==> src/bst_pkg.sv <==
// ----------------------------------------------------------------------------
// bst_pkg - shared types and constants for the band steering client table
// Item, entry, result and configuration types, event kind and outcome codes.
// ----------------------------------------------------------------------------
package bst_pkg;

   // table size default
   localparam int TABLE_ENTRIES_DEF = 32;

   // decoupling queue depth between front and back
   localparam int QUEUE_DEPTH = 2;

   // field widths
   localparam int MAC_W    = 48;
   localparam int FREQ_W   = 16;
   localparam int SIG_W    = 8;
   localparam int TIME_W   = 32;
   localparam int CNT_W    = 8;
   localparam int REM_W    = 6;
   localparam int AGE_W    = 16;
   localparam int REQ_DATA_W = 112;
   localparam int RSP_DATA_W = 24;
   localparam int CSR_IDX_W  = 3;
   localparam int CSR_DATA_W = 16;

   // event kinds as they arrive on the request tuser
   localparam logic [2:0] KIND_LEARN  = 3'd0;
   localparam logic [2:0] KIND_TRY    = 3'd1;
   localparam logic [2:0] KIND_DISC   = 3'd2;
   localparam logic [2:0] KIND_DELETE = 3'd3;
   localparam logic [2:0] KIND_CLEAN  = 3'd4;

   // configuration register indexes
   localparam logic [CSR_IDX_W-1:0] CSR_FREQ_THR   = 3'd0;
   localparam logic [CSR_IDX_W-1:0] CSR_SIG_THR    = 3'd1;
   localparam logic [CSR_IDX_W-1:0] CSR_TRY_THR    = 3'd2;
   localparam logic [CSR_IDX_W-1:0] CSR_FORCE      = 3'd3;
   localparam logic [CSR_IDX_W-1:0] CSR_FORCE_PRB  = 3'd4;
   localparam logic [CSR_IDX_W-1:0] CSR_CLEAN_AUTH = 3'd5;
   localparam logic [CSR_IDX_W-1:0] CSR_CLEAN_AGE  = 3'd6;

   // decoded operation
   typedef enum logic [2:0] {
      OP_LEARN,
      OP_TRY,
      OP_DISC,
      OP_DELETE,
      OP_CLEAN,
      OP_NONE
   } op_type;

   // verdict codes
   typedef enum logic [2:0] {
      OUT_ACC_HIGH  = 3'd0,
      OUT_ACC_THR   = 3'd1,
      OUT_REJ_FORCE = 3'd2,
      OUT_REJ_SIG   = 3'd3,
      OUT_REJ_CNT   = 3'd4,
      OUT_NONE      = 3'd5,
      OUT_FULL      = 3'd6
   } outcome_type;

   typedef struct packed {
      logic [FREQ_W-1:0]        freq_thr;
      logic signed [SIG_W-1:0]  sig_thr;
      logic [CNT_W-1:0]         try_thr;
      logic                     force_mode;
      logic                     force_probe;
      logic                     clean_authed;
      logic [AGE_W-1:0]         clean_age;
   } cfg_type;

   typedef struct packed {
      op_type                   op;
      logic [MAC_W-1:0]         mac;
      logic [FREQ_W-1:0]        freq;
      logic signed [SIG_W-1:0]  sig;
      logic                     auth;
      logic [TIME_W-1:0]        now;
      logic                     high;
   } item_type;

   typedef struct packed {
      logic [MAC_W-1:0]         mac;
      logic [FREQ_W-1:0]        top_freq;
      logic signed [SIG_W-1:0]  sig_lo;
      logic signed [SIG_W-1:0]  sig_hi;
      logic [TIME_W-1:0]        last_seen;
      logic                     authed;
      logic [CNT_W-1:0]         probe_tries;
      logic [CNT_W-1:0]         auth_tries;
      logic                     connected;
   } entry_type;

   // packed so that outcome lands in the lowest bits
   typedef struct packed {
      logic [REM_W-1:0]         removed;
      logic                     conn;
      logic                     found;
      logic [CNT_W-1:0]         attempt;
      outcome_type              outcome;
   } result_type;

   // saturating attempt counter step
   function automatic logic [CNT_W-1:0] sat_inc(input logic [CNT_W-1:0] c);
      return (c == {CNT_W{1'b1}}) ? c : c + {{(CNT_W-1){1'b0}}, 1'b1};
   endfunction

endpackage

==> src/bst_front.sv <==
// ----------------------------------------------------------------------------
// bst_front - request intake and classification
// Decodes each request into an operation with its band class and holds it in
// a short queue so the intake keeps going while the engine is busy.
// ----------------------------------------------------------------------------
module bst_front (
   input  logic                          clock,
   input  logic                          reset,
   input  bst_pkg::cfg_type              cfg,
   input  logic                          in_valid,
   output logic                          in_ready,
   input  logic [2:0]                    in_kind,
   input  logic [bst_pkg::REQ_DATA_W-1:0] in_data,
   output logic                          q_valid,
   input  logic                          q_ready,
   output bst_pkg::item_type             q_item
);

   localparam int PTR_W = $clog2(bst_pkg::QUEUE_DEPTH);
   localparam int CNT_QW = $clog2(bst_pkg::QUEUE_DEPTH + 1);
   localparam logic [CNT_QW-1:0] FULL_CNT = CNT_QW'(bst_pkg::QUEUE_DEPTH);
   localparam logic [PTR_W-1:0]  LAST_PTR = PTR_W'(bst_pkg::QUEUE_DEPTH - 1);

   bst_pkg::item_type        item_in;
   bst_pkg::item_type        q_ff [bst_pkg::QUEUE_DEPTH];
   logic [PTR_W-1:0]         wr_ptr_ff;
   logic [PTR_W-1:0]         rd_ptr_ff;
   logic [CNT_QW-1:0]        cnt_ff;
   logic                     push;
   logic                     pop;

   // classify the request
   always_comb begin
      item_in.mac  = in_data[47:0];
      item_in.freq = in_data[63:48];
      item_in.sig  = $signed(in_data[71:64]);
      item_in.auth = in_data[72];
      item_in.now  = in_data[104:73];
      item_in.high = (in_data[63:48] > cfg.freq_thr);
      unique case (in_kind)
         bst_pkg::KIND_LEARN:  item_in.op = bst_pkg::OP_LEARN;
         bst_pkg::KIND_TRY:    item_in.op = bst_pkg::OP_TRY;
         bst_pkg::KIND_DISC:   item_in.op = bst_pkg::OP_DISC;
         bst_pkg::KIND_DELETE: item_in.op = bst_pkg::OP_DELETE;
         bst_pkg::KIND_CLEAN:  item_in.op = bst_pkg::OP_CLEAN;
         default:              item_in.op = bst_pkg::OP_NONE;
      endcase
   end

   assign in_ready = (cnt_ff != FULL_CNT);
   assign q_valid  = (cnt_ff != '0);
   assign q_item   = q_ff[rd_ptr_ff];
   assign push     = in_valid && in_ready;
   assign pop      = q_valid && q_ready;

   // queue storage
   always_ff @(posedge clock) begin
      if (push) begin
         q_ff[wr_ptr_ff] <= item_in;
      end
   end

   // queue pointers
   always_ff @(posedge clock) begin
      if (reset) begin
         wr_ptr_ff <= '0;
         rd_ptr_ff <= '0;
         cnt_ff    <= '0;
      end else begin
         if (push) begin
            wr_ptr_ff <= (wr_ptr_ff == LAST_PTR) ? '0 : wr_ptr_ff + 1'b1;
         end
         if (pop) begin
            rd_ptr_ff <= (rd_ptr_ff == LAST_PTR) ? '0 : rd_ptr_ff + 1'b1;
         end
         if (push && !pop) begin
            cnt_ff <= cnt_ff + 1'b1;
         end else if (pop && !push) begin
            cnt_ff <= cnt_ff - 1'b1;
         end
      end
   end

   a_cnt_bound: assert property (@(posedge clock) disable iff (reset)
      cnt_ff <= FULL_CNT) else $error("queue count out of range");

   a_no_pop_empty: assert property (@(posedge clock) disable iff (reset)
      (cnt_ff == '0) |=> (cnt_ff <= CNT_QW'(1))) else $error("queue underflow");

endmodule

==> src/bst_engine.sv <==
// ----------------------------------------------------------------------------
// bst_engine - client table scan and update engine
// Scans the entry memory one slot a cycle for lookup, delete and clean, then
// applies the sighting and verdict rules and delivers one result per event.
// ----------------------------------------------------------------------------
module bst_engine #(
   parameter int TABLE_ENTRIES = bst_pkg::TABLE_ENTRIES_DEF
) (
   input  logic                 clock,
   input  logic                 reset,
   input  bst_pkg::cfg_type     cfg,
   input  logic                 q_valid,
   output logic                 q_ready,
   input  bst_pkg::item_type    q_item,
   output logic                 rsp_valid,
   input  logic                 rsp_ready,
   output bst_pkg::result_type  rsp_res
);

   localparam int IDX_W = (TABLE_ENTRIES > 1) ? $clog2(TABLE_ENTRIES) : 1;
   localparam logic [IDX_W-1:0] LAST_IDX = IDX_W'(TABLE_ENTRIES - 1);
   localparam logic [bst_pkg::REM_W-1:0] REM_MAX = {bst_pkg::REM_W{1'b1}};
   // removed count of one for a delete hit
   localparam logic [bst_pkg::REM_W-1:0] REM_ONE = {{(bst_pkg::REM_W-1){1'b0}}, 1'b1};

   typedef enum logic [1:0] {
      ST_IDLE,
      ST_SCAN,
      ST_UPDATE,
      ST_HOLD
   } state_type;

   state_type               state_ff;
   bst_pkg::item_type       item_ff;
   logic [TABLE_ENTRIES-1:0] valid_ff;
   bst_pkg::entry_type      mem_ff [TABLE_ENTRIES];
   bst_pkg::entry_type      rdata_ff;
   bst_pkg::entry_type      hold_ff;
   logic [IDX_W-1:0]        addr_ff;
   logic                    issue_ff;
   logic                    rd_vld_ff;
   logic [IDX_W-1:0]        rd_idx_ff;
   logic                    hit_ff;
   logic [IDX_W-1:0]        slot_ff;
   logic                    have_free_ff;
   logic [IDX_W-1:0]        free_ff;
   logic [bst_pkg::REM_W-1:0] removed_ff;
   logic                    cln_any_ff;
   logic [bst_pkg::TIME_W-1:0] cln_limit_ff;
   bst_pkg::result_type     res_ff;
   bst_pkg::result_type     rsp_ff;
   logic                    rsp_valid_ff;

   logic                    is_lookup;
   logic                    match;
   logic                    last_rd;
   logic                    stale;
   logic                    free_here;
   logic [bst_pkg::REM_W-1:0] removed_nxt;
   logic                    stop;
   logic                    rsp_load;
   bst_pkg::entry_type      upd_entry;
   bst_pkg::result_type     upd_res;
   bst_pkg::result_type     zero_res;

   assign q_ready   = (state_ff == ST_IDLE);
   assign rsp_valid = rsp_valid_ff;
   assign rsp_res   = rsp_ff;
   assign rsp_load  = (state_ff == ST_HOLD) && (!rsp_valid_ff || rsp_ready);

   assign is_lookup = (item_ff.op == bst_pkg::OP_LEARN) || (item_ff.op == bst_pkg::OP_TRY) ||
                      (item_ff.op == bst_pkg::OP_DISC);

   // per-entry checks on the data read last cycle
   always_comb begin
      match     = rd_vld_ff && valid_ff[rd_idx_ff] && (rdata_ff.mac == item_ff.mac);
      last_rd   = rd_vld_ff && (rd_idx_ff == LAST_IDX);
      free_here = rd_vld_ff && !valid_ff[rd_idx_ff];
      stale     = rd_vld_ff && valid_ff[rd_idx_ff] && (cfg.clean_authed || !rdata_ff.authed) &&
                  cln_any_ff && (rdata_ff.last_seen < cln_limit_ff);
      removed_nxt = (stale && (removed_ff != REM_MAX)) ? removed_ff + 1'b1 : removed_ff;
      stop      = match && (is_lookup || (item_ff.op == bst_pkg::OP_DELETE));
      zero_res  = '{removed: '0, conn: 1'b0, found: 1'b0, attempt: '0,
                    outcome: bst_pkg::OUT_NONE};
   end

   // sighting, attempt counters and verdict
   always_comb begin
      logic seen_high;
      logic [bst_pkg::CNT_W-1:0] c;
      if (hit_ff) begin
         upd_entry = hold_ff;
      end else begin
         upd_entry = '0;
         upd_entry.mac = item_ff.mac;
      end
      upd_res = zero_res;
      upd_res.found = hit_ff;
      if (upd_entry.top_freq < item_ff.freq) begin
         upd_entry.top_freq = item_ff.freq;
      end
      if (item_ff.high) begin
         upd_entry.sig_hi = item_ff.sig;
      end else begin
         upd_entry.sig_lo = item_ff.sig;
      end
      upd_entry.last_seen = item_ff.now;
      upd_entry.authed    = upd_entry.authed | item_ff.auth;
      seen_high = (upd_entry.top_freq > cfg.freq_thr);
      c = '0;
      if (item_ff.op == bst_pkg::OP_DISC) begin
         upd_entry.connected = 1'b0;
      end else if (item_ff.op == bst_pkg::OP_TRY) begin
         if (item_ff.auth) begin
            upd_entry.auth_tries  = bst_pkg::sat_inc(upd_entry.auth_tries);
            upd_entry.probe_tries = '0;
         end else if (!cfg.force_probe) begin
            upd_entry.probe_tries = bst_pkg::sat_inc(upd_entry.probe_tries);
         end
         c = item_ff.auth ? upd_entry.auth_tries : upd_entry.probe_tries;
         priority if (item_ff.high) begin
            upd_res.outcome = bst_pkg::OUT_ACC_HIGH;
         end else if (seen_high && (cfg.force_mode || (cfg.force_probe && !item_ff.auth))) begin
            upd_res.outcome = bst_pkg::OUT_REJ_FORCE;
         end else if (seen_high && (item_ff.sig > cfg.sig_thr)) begin
            upd_res.outcome = bst_pkg::OUT_REJ_SIG;
         end else if (c > cfg.try_thr) begin
            upd_res.outcome = bst_pkg::OUT_ACC_THR;
         end else begin
            upd_res.outcome = bst_pkg::OUT_REJ_CNT;
            upd_res.attempt = c;
         end
         if ((upd_res.outcome == bst_pkg::OUT_ACC_HIGH) ||
             (upd_res.outcome == bst_pkg::OUT_ACC_THR)) begin
            if (item_ff.auth) begin
               upd_entry.auth_tries = '0;
               upd_entry.connected  = 1'b1;
            end else begin
               upd_entry.probe_tries = '0;
            end
         end
      end
      upd_res.conn = upd_entry.connected;
   end

   // entry memory, one write and one registered read port
   always_ff @(posedge clock) begin
      if (state_ff == ST_UPDATE) begin
         mem_ff[slot_ff] <= upd_entry;
      end
      rdata_ff <= mem_ff[addr_ff];
   end

   // sequencer
   always_ff @(posedge clock) begin
      if (reset) begin
         state_ff     <= ST_IDLE;
         valid_ff     <= '0;
         issue_ff     <= 1'b0;
         rd_vld_ff    <= 1'b0;
         rsp_valid_ff <= 1'b0;
      end else begin
         // result register
         if (rsp_load) begin
            rsp_ff       <= res_ff;
            rsp_valid_ff <= 1'b1;
         end else if (rsp_ready) begin
            rsp_valid_ff <= 1'b0;
         end
         rd_vld_ff <= (state_ff == ST_SCAN) && issue_ff && !stop;
         unique case (state_ff)
            ST_IDLE: begin
               if (q_valid) begin
                  item_ff      <= q_item;
                  hit_ff       <= 1'b0;
                  have_free_ff <= 1'b0;
                  removed_ff   <= '0;
                  addr_ff      <= '0;
                  issue_ff     <= 1'b1;
                  cln_any_ff   <= (q_item.now >= {16'd0, cfg.clean_age});
                  cln_limit_ff <= q_item.now - {16'd0, cfg.clean_age};
                  if (q_item.op == bst_pkg::OP_NONE) begin
                     res_ff   <= zero_res;
                     state_ff <= ST_HOLD;
                  end else begin
                     state_ff <= ST_SCAN;
                  end
               end
            end
            ST_SCAN: begin
               // issue the next read while checking the previous one
               rd_idx_ff <= addr_ff;
               if (issue_ff) begin
                  if (addr_ff == LAST_IDX) begin
                     issue_ff <= 1'b0;
                  end else begin
                     addr_ff <= addr_ff + 1'b1;
                  end
               end
               if (free_here && !have_free_ff) begin
                  have_free_ff <= 1'b1;
                  free_ff      <= rd_idx_ff;
               end
               if (item_ff.op == bst_pkg::OP_CLEAN) begin
                  removed_ff <= removed_nxt;
                  if (stale) begin
                     valid_ff[rd_idx_ff] <= 1'b0;
                  end
                  if (last_rd) begin
                     res_ff   <= '{removed: removed_nxt, conn: 1'b0, found: 1'b0,
                                   attempt: '0, outcome: bst_pkg::OUT_NONE};
                     state_ff <= ST_HOLD;
                  end
               end else if (stop) begin
                  if (item_ff.op == bst_pkg::OP_DELETE) begin
                     valid_ff[rd_idx_ff] <= 1'b0;
                     res_ff              <= '{removed: REM_ONE, conn: 1'b0, found: 1'b1,
                                              attempt: '0, outcome: bst_pkg::OUT_NONE};
                     state_ff            <= ST_HOLD;
                  end else begin
                     hit_ff   <= 1'b1;
                     slot_ff  <= rd_idx_ff;
                     hold_ff  <= rdata_ff;
                     state_ff <= ST_UPDATE;
                  end
               end else if (last_rd) begin
                  if (!is_lookup) begin
                     res_ff   <= zero_res;
                     state_ff <= ST_HOLD;
                  end else if (have_free_ff || free_here) begin
                     slot_ff  <= have_free_ff ? free_ff : rd_idx_ff;
                     state_ff <= ST_UPDATE;
                  end else begin
                     res_ff   <= '{removed: '0, conn: 1'b0, found: 1'b0,
                                   attempt: '0, outcome: bst_pkg::OUT_FULL};
                     state_ff <= ST_HOLD;
                  end
               end
            end
            ST_UPDATE: begin
               valid_ff[slot_ff] <= 1'b1;
               res_ff            <= upd_res;
               state_ff          <= ST_HOLD;
            end
            ST_HOLD: begin
               if (rsp_load) begin
                  state_ff <= ST_IDLE;
               end
            end
            default: state_ff <= ST_IDLE;
         endcase
      end
   end

   a_new_slot_free: assert property (@(posedge clock) disable iff (reset)
      (state_ff == ST_UPDATE) && !hit_ff |-> !valid_ff[slot_ff])
      else $error("insert into an occupied slot");

   a_hit_valid: assert property (@(posedge clock) disable iff (reset)
      (state_ff == ST_UPDATE) && hit_ff |-> valid_ff[slot_ff])
      else $error("update of an invalid slot");

   a_attempt_only_rej: assert property (@(posedge clock) disable iff (reset)
      rsp_valid_ff && (rsp_ff.attempt != '0) |-> (rsp_ff.outcome == bst_pkg::OUT_REJ_CNT))
      else $error("attempt count without reject count");

   a_removed_no_verdict: assert property (@(posedge clock) disable iff (reset)
      rsp_valid_ff && (rsp_ff.removed != '0) |-> (rsp_ff.outcome == bst_pkg::OUT_NONE))
      else $error("removal with a verdict");

endmodule

==> src/band_steering_client_table.sv <==
// ----------------------------------------------------------------------------
// band_steering_client_table - wireless client table for band steering
// Top level: configuration registers, request front end and table engine.
// ----------------------------------------------------------------------------
// Requests arrive on the req_ stream: tuser carries the event kind, tdata the
// client address, frequency, signal, auth flag and time. Each request gives
// exactly one transfer on the rsp_ stream with the verdict, attempt count,
// found and connected marks and the removed count. Registers are written on
// the csr_ channel, which is always ready. The user must write them only while
// the block is idle; the block itself does not enforce this. Every known event
// scans the entry memory one slot per cycle through its single registered read
// port; a lookup or delete hit ends the scan early. Unknown kinds skip it.
// Events are handled one at a time; a two-entry queue keeps accepting requests
// while the engine works, until it is full. A finished result waits in the
// output register while rsp_tready is low; the engine then holds the next
// result and stops taking queued events. Synchronous reset empties the table
// (all entry valid bits cleared together), empties the queue and restores
// register defaults.
// ----------------------------------------------------------------------------
module band_steering_client_table #(
   parameter int TABLE_ENTRIES = bst_pkg::TABLE_ENTRIES_DEF
) (
   input  logic                            clock,
   input  logic                            reset,
   // request stream
   input  logic                            req_tvalid,
   output logic                            req_tready,
   // tdata: mac_address[47:0], frequency[63:48], signal[71:64], is_auth[72],
   //        current_time[104:73], zero fill
   input  logic [bst_pkg::REQ_DATA_W-1:0]  req_tdata,
   // tuser: kind[2:0]
   input  logic [2:0]                      req_tuser,
   // result stream
   output logic                            rsp_tvalid,
   input  logic                            rsp_tready,
   // tdata: outcome[2:0], attempt_count[10:3], entry_found[11],
   //        is_connected[12], removed_count[18:13], zero fill
   output logic [bst_pkg::RSP_DATA_W-1:0]  rsp_tdata,
   // configuration writes
   input  logic                            csr_valid,
   output logic                            csr_ready,
   input  logic [bst_pkg::CSR_IDX_W-1:0]   csr_index,
   input  logic [bst_pkg::CSR_DATA_W-1:0]  csr_data
);

   bst_pkg::cfg_type     cfg_ff;
   logic                 q_valid;
   logic                 q_ready;
   bst_pkg::item_type    q_item;
   bst_pkg::result_type  res;

   assign csr_ready = 1'b1;
   assign rsp_tdata = {5'd0, res};

   // configuration registers
   always_ff @(posedge clock) begin
      if (reset) begin
         cfg_ff.freq_thr     <= 16'd5000;
         cfg_ff.sig_thr      <= -8'sd80;
         cfg_ff.try_thr      <= 8'd3;
         cfg_ff.force_mode   <= 1'b0;
         cfg_ff.force_probe  <= 1'b0;
         cfg_ff.clean_authed <= 1'b0;
         cfg_ff.clean_age    <= 16'd600;
      end else if (csr_valid && csr_ready) begin
         unique case (csr_index)
            bst_pkg::CSR_FREQ_THR:   cfg_ff.freq_thr     <= csr_data;
            bst_pkg::CSR_SIG_THR:    cfg_ff.sig_thr      <= $signed(csr_data[7:0]);
            bst_pkg::CSR_TRY_THR:    cfg_ff.try_thr      <= csr_data[7:0];
            bst_pkg::CSR_FORCE:      cfg_ff.force_mode   <= csr_data[0];
            bst_pkg::CSR_FORCE_PRB:  cfg_ff.force_probe  <= csr_data[0];
            bst_pkg::CSR_CLEAN_AUTH: cfg_ff.clean_authed <= csr_data[0];
            bst_pkg::CSR_CLEAN_AGE:  cfg_ff.clean_age    <= csr_data;
            default: ;
         endcase
      end
   end

   bst_front u_front (
      .clock    (clock),
      .reset    (reset),
      .cfg      (cfg_ff),
      .in_valid (req_tvalid),
      .in_ready (req_tready),
      .in_kind  (req_tuser),
      .in_data  (req_tdata),
      .q_valid  (q_valid),
      .q_ready  (q_ready),
      .q_item   (q_item)
   );

   bst_engine #(
      .TABLE_ENTRIES (TABLE_ENTRIES)
   ) u_engine (
      .clock     (clock),
      .reset     (reset),
      .cfg       (cfg_ff),
      .q_valid   (q_valid),
      .q_ready   (q_ready),
      .q_item    (q_item),
      .rsp_valid (rsp_tvalid),
      .rsp_ready (rsp_tready),
      .rsp_res   (res)
   );

endmodule
==> config.mk <==
export PLATFORM = sky130hd
export DESIGN_NAME = band_steering_client_table
export DESIGN_NICKNAME = d
export VERILOG_FILES = /design/src/bst_pkg.sv /design/src/bst_front.sv /design/src/bst_engine.sv /design/src/band_steering_client_table.sv
export SDC_FILE = /design/constraint.sdc
export NUM_CORES = 2
export LEC_CHECK = 0
export BUFFER_PORTS_ARGS = -buffer_cell sky130_fd_sc_hd__clkbuf_2
export CAP_MARGIN = 15
export CORE_UTILIZATION = 25
export CTS_CLUSTER_DIAMETER = 80
export DETAILED_ROUTE_END_ITERATION = 7
export GPL_TIMING_DRIVEN = 1
export PLACE_DENSITY = 0.43
export REMOVE_ABC_BUFFERS = 1
export SLEW_MARGIN = 20
export SYNTH_ARGS = -nofsm -noshare
export SYNTH_HDL_FRONTEND = slang
export SYNTH_MEMORY_MAX_BITS = 65536
export SYNTH_SLANG_ARGS = --single-unit
export TNS_END_PERCENT = 20
==> constraint.sdc <==
create_clock -name clock -period 7.34 [get_ports clock]
set_input_delay 0.734 -clock clock [delete_from_list [all_inputs] [get_ports clock]]
set_output_delay 0.734 -clock clock [all_outputs]
set_load 0.02 [all_outputs]
=== Yosys cells after proc, flatten, opt, wreduce, memory -nomap -nowiden ===
Memory sizes are Yosys's and may differ from the RTL's. A register that Yosys moved wholly into a read port is not among the register bits.
Index checks and enable logic that the tools add are counted.

* Input bits: 139
* Memory bits (writable): 4378
* Output and inout port bits: 27
* Register bits: 430
* Logic and storage cells: 298
* ROM bits: 0
* Memories kept: 2
* Bits in latches: 0

{| class="wikitable"
|+ Memory list
! memory !! depth !! bits a word !! read ports !! clocked after memory_dff !! write ports !! RTL line !! RTL
|-
| u_engine.mem_ff || 32 || 130 || 1 || 1 || 1 || bst_engine.sv:36 || <nowiki>bst_pkg::entry_type mem_ff [TABLE_ENTRIES];</nowiki>
|-
| u_front.q_ff || 2 || 109 || 1 || 1 || 1 || bst_front.sv:25 || <nowiki>bst_pkg::item_type q_ff [bst_pkg::QUEUE_DEPTH];</nowiki>
|}

* Eq/ne operators: 44
* Mux-type cells: 102
* Reduce and logical (&&, ||, !) cells: 73
* Add/sub/neg operators: 9
* Multipliers: 0
* $lt $le $gt $ge: 11
* Shifts and indexed selects: 0
* Bitwise gates (word level): 7
* Divide/modulo/power cells: 0

{| class="wikitable"
|+ Operators with widths
! kind !! number
|-
| two-way mux 19 bit || 9
|-
| two-way mux 8 bit || 17
|-
| two-way mux 130 bit || 1
|-
| two-way mux 32 bit || 4
|-
| case mux 32 bit (2 select lines) || 1
|-
| case mux 19 bit (3 select lines) || 1
|-
| == test 48 bit || 1
|-
| two-way mux 5 bit || 9
|-
| two-way mux 17 bit || 2
|-
| AND 32 bit || 1
|-
| greater-or-equal comparator 32 x 16 -> 1 bit || 1
|-
| greater-than comparator 16 bit || 2
|-
| < comparator 32 bit || 1
|-
| two-way mux 16 bit || 2
|-
| NOT 32 bit || 1
|-
| bitwise OR 32 bit || 1
|-
| subtractor 32 x 16 -> 32 bit || 1
|-
| two-way mux 1 bit || 24
|-
| logical AND 1 bit || 22
|-
| two-way mux 11 bit || 2
|-
| two-way mux 2 bit || 10
|-
| AND reduction 2 bit || 10
|-
| == test 3 x 2 -> 1 bit (second input constant) || 6
|-
| == test 3 bit (second input constant) || 6
|-
| other kinds (47) || 111
|}

=== Depth between registers and ports, before layout ===
* Depth in word-level cells: 21
* Depth in mapped cells: 24
* Depth with buffers taken out: 20

=== By module ===
From an unflattened synthesis, not the netlist that was laid out.

* Cell total of the unflattened synthesis: 7377
* Area, all modules: 167498.1 sq um

{| class="wikitable"
|+ Modules (own cells, without submodules)
! module !! cells an instance !! times used !! area an instance (sq um) !! seq. area each (sq um)
|-
| bst_engine || 6742 || 1 || 156820.4 || 121276.3
|-
| bst_front || 421 || 1 || 8484.4 || 6646.4
|-
| band_steering_client_table || 214 || 1 || 2193.4 || 1021.0
|}

=== Worst setup path before layout ===
Ideal clock, no wire load.

* Kind: in2reg
* From: input reset
* To: register u_engine.cln_any_ff, enable pin
* Library setup time: 0.646 ns
* Setup slack: -0.527 ns
* Required time: 6.694 ns
* Arrival time: 7.222 ns
* Cell stages on the path: 4
* Cells stage by stage: clkbuf_1 > clkbuf_1 > buf_1 > nor2_1

* Longest elaborated chain between the ends: 2

{| class="wikitable"
|+ Ends and longest elaborated chain
! element !! RTL line !! RTL
|-
| start: declaration || band_steering_client_table.sv:24 || <nowiki>input logic reset,</nowiki>
|-
| NOT 1 bit (no source line) || -- ||
|-
| AND reduction 3 bit (no source line) || -- ||
|-
| end signal: assignment || bst_engine.sv:180 || <nowiki>cln_any_ff <= (q_item.now >= {16'd0, cfg.clean_age});</nowiki>
|-
| end: declaration || bst_engine.sv:48 || <nowiki>logic cln_any_ff;</nowiki>
|}

Every way passes these cells.
A chain may end at the register's enable or synchronous reset.

==> insert_results.sql <==
INSERT INTO impl_metrics (metric_group, metric, value, unit) VALUES
('critical_path', 'timing.critical_path.buf_inv', '3', ''),
('worst_hold_path', 'holdPathEnd', 'cfg_ff[8]', ''),
('synthesis', 'post_synth_inst_count', '7346', ''),
('global_route', 'antenna_found_initial', '43', ''),
('synthesis', 'synth_enable_flop_cells', '4156', ''),
('clock_tree', 'worstSkewPairLatency', '1.05', 'ns'),
('critical_path', 'r2r-end', 'u_engine.mem_ff[20][4]', ''),
('layout', 'post_route_cells_drive_above_1_share', '30.7', '%'),
('sta', 'rsz0062_at_grt', 'false', ''),
('route', 'detailedRoute.firstPassIterationCount', '5', ''),
('synthesis', 'part_of_the_yosys_area_used_for_sequential_elements', '77.3', '%'),
('sta', 'fmaxAchievable', '147', 'MHz'),
('layout', 'layout_common_cells', 'edfxtp_1, mux4_2, clkbuf_16', ''),
('global_route', 'grt_pass1_wl', '694000', 'um'),
('synthesis', 'synthArstFlopShare', '0', '%'),
('clock_tree', 'cts_tree', 'done', ''),
('synthesis', 'mappedNetlistArea', '167000', 'um^2'),
('power_and_ir_drop', 'worst_ir_drop_vdd', '0.000220', 'V'),
('worst_hold_path', 'holdCritStartpoint', 'csr_data[8]', ''),
('critical_path', 'worstPathMaxFanout', '33', ''),
('synthesis', 'yosysUniqueCellTypes', '76', ''),
('route', 'wl', '505000', 'um'),
('floorplanning', 'io_pins', '166', ''),
('route', 'ant_nets', '0', ''),
('power_and_ir_drop', 'p_leak', '0.0610', 'uW'),
('power_and_ir_drop', 'power_frac_clock', '35.2', '%'),
('critical_path', 'reg_to_reg_critical_path_startpoint', 'u_engine.hit_ff', ''),
('sta', 'slew-limit-headroom', '20.1', '%'),
('floorplanning', 'num_rows', '299', ''),
('job', 'cap_viol_max_count', '0', ''),
('critical_path', 'crit_path_frequent_cell', 'a21o_1', ''),
('critical_path', 'worst_path_largest_cell_delay', '0.78', 'ns'),
('synthesis', 'synthTopCellsByArea', 'edfxtp_1, mux4_2, dfxtp_1, mux2_2, ha_1', ''),
('layout', 'total_number_of_nets_in_the_final_design', '8212', ''),
('global_route', 'grt_start_max_net_pins', '121', ''),
('route', 'per_cell_via_count_in_the_routed_design', '4.59', ''),
('global_route', 'globalRouteTotalUtil', '14.7', '%'),
('sta', 'tns', '0', 'ns'),
('critical_path', 'critical_path_required', '8.16', 'ns'),
('synthesis', 'synth_warnings', '0', ''),
('clock_tree', 'numCtsBuffers', '469', ''),
('critical_path', 'critical_path_arrival', '7.60', 'ns'),
('critical_path', 'largest_delay_share_family_worst_path', 'compound AO/OA/AOI/OAI gates', ''),
('power_and_ir_drop', 'power_density', '347', 'nW/um^2'),
('synthesis', 'ys_ff_latch', '4363', ''),
('sta', 'min_period', '6.78', 'ns'),
('layout', 'layout.cells.most_common', 'edfxtp_1', ''),
('floorplanning', 'fp.coreArea', '664000', 'um^2'),
('critical_path', 'cp.depth', '21', ''),
('synthesis', 'yosysTopAreaCellShare', '74.8', '%'),
('critical_path', 'timing.setup.critical_path_class', 'register to register', ''),
('route', 'drc_errors', '0', ''),
('floorplanning', 'chipHeight', '819', 'um'),
('route', 'vias', '79200', ''),
('power_and_ir_drop', 'net-switching-power', '18500', 'uW'),
('sta', 'final_min_period_over_clock_period', '92.4', '%'),
('synthesis', 'postSynthAreaPerCell', '22.7', 'um^2'),
('outcome', 'outcome', 'completed', ''),
('power_and_ir_drop', 'internal-power', '50000', 'uW'),
('synthesis', 'post-synth-top-area-cell', 'edfxtp_1', ''),
('layout', 'layout-area-overhead-vs-synth', '18.2', '%'),
('sta', 'timing_worst_slew_pin_value', '1.19', 'ns'),
('floorplanning', 'die_area', '671000', 'um^2'),
('route', 'routed_length_per_instance', '29.3', 'um'),
('layout', 'final_cell_count_no_fill', '17300', ''),
('place', 'post-dp-hpwl', '256000', 'um'),
('place', 'cell_count_post_placement', '16300', ''),
('sta', 'drv_slew', '0', ''),
('power_and_ir_drop', 'fin_total_pwr', '68500', 'uW'),
('place', 'place.port_buffers', '152', ''),
('critical_path', 'cpMaxStageDelayCell', 'o211ai_1', '');
[cell families after synthesis]
kind of cell | share of synthesized area (%)
adders and majority gates | 0.912
DFF | 77.3
AOI/OAI and AO/OA | 1.23
other | 0.00450
buffers and inverters | 1.09
muxes | 17.5
xor gates and xnor gates | 0.451
and+or+nand+nor | 1.56
[worst reg2reg max path, stage by stage (launching register included)]
cell	delay, ns
edfxtp_1	0.40
buf_4	0.24
and2_1	0.24
ha_1	0.29
a21o_1	0.19
a21o_1	0.17
a21o_1	0.17
a221oi_1	0.26
o21ai_0	0.14
a21oi_1	0.30
o21ai_4	0.25
mux2_2	0.58
ha_1	0.41
nand2_1	0.07
or2_2	0.33
o211ai_1	0.79
o211ai_1	0.44
a21oi_1	0.34
buf_12	0.18
nand2_1	0.17
o22ai_2	0.28
buf_4	0.34
[stage by stage]
stage                     hold WS [ns]  cell area (um^2)  worst slack (ns)  utilization, %
after detailed placement         0.394            180000           -0.0617            27.2
after global routing            0.0565            197000             0.124            29.7
after CTS                       0.0135            197000             0.189            29.7
after floorplan                  0.386            166000            -31.79               -
final                           0.0981            197000             0.556            29.7
after global placement           0.394            180000            0.0908            27.2
[synthesized netlist by cell type, drive strengths merged (10+ instances only)]
cell and number:
edfxtp 4156, mux4 1142, mux2 286, clkbuf 267
dfxtp 207, nand2 173, nor2 127, a21oi 126
inv 126, ha 120, buf 78, xor2 65
nand3 41, o21ai 41, nand4 34, a32oi 32
nor2b 27, mux2i 26, and2 23, nor3 21
o211ai 21, xnor2 21, nor4 20, a31oi 14
a21o 12, nand2b 11, a211oi 10
[worst max path at each step]
stage / start / endpoint
floorplan: u_engine.addr_ff[0] / u_engine.rd_idx_ff[0]
global placement: u_engine.hit_ff / u_engine.mem_ff[27][13]
detailed placement: u_engine.hit_ff / u_engine.mem_ff[30][13]
CTS: u_engine.hit_ff / u_engine.mem_ff[19][4]
global route: u_engine.hit_ff / u_engine.mem_ff[25][0]
finish: u_engine.hit_ff / u_engine.mem_ff[20][4]
[layer usage]
layer  track usage [%]  vias to the layer above  part of all wire (%)
met1              20.0                    44200                    44
li1                  -                    32200                     -
met2              25.2                     2089                    50
met4              3.27                        8                   2.3
met5                 0                        -                 0.012
met3              1.79                      648                   4.3
[sequential cells by signal, summed over array words and instances, names as in the netlist, 2 cells and up, named ones only]
| signal | flops |
|---|---|
| u_engine.valid_ff | 32 |
| cfg_ff | 51 |
| u_engine.rsp_res | 19 |
| u_engine.hold_ff | 82 |
| u_engine.slot_ff | 5 |
| u_engine.free_ff | 5 |
| u_engine.removed_ff | 6 |
| u_engine.rdata_ff | 114 |
| u_front.q_ff | 218 |
| u_engine.rd_idx_ff | 5 |
| u_engine.addr_ff | 5 |
| u_front.cnt_ff | 2 |
| u_engine.item_ff | 109 |
| u_engine.cln_limit_ff | 32 |
| u_engine.mem_ff | 3648 |
| u_engine.state_ff | 2 |
| u_engine.res_ff | 19 |
[power by group through the flow]
stage	combinational (uW)	sequential [uW]	clock (uW)
final	13500	30900	24100
after global routing	14500	31000	25600
after CTS	13900	30900	24700
after detailed placement	13800	31400	0
after global placement	13600	31400	0
after floorplan	10300	32000	0
[area by class of cell]
cell class,count,area [um^2]
flip-flops and latches,4363,129000
clock inverters,219,2660
inverters,127,478
well taps,8879,11100
clock buffers,669,13200
multi-input cells,2515,36500
diodes,16,40.0
fillers,64000,467000
repair buffers,476,4390
[what timing repair did]
item / CTS / global route
setup endpoints to repair: 32 / 67
endpoints found under the hold margin: 212 / 0
pin swaps: 0 / 0
gates resized for setup: 1 / 1
cloned: 0 / 0
hold buffers: 106 / 0
Note: power is estimated with default switching activity, not from simulation.
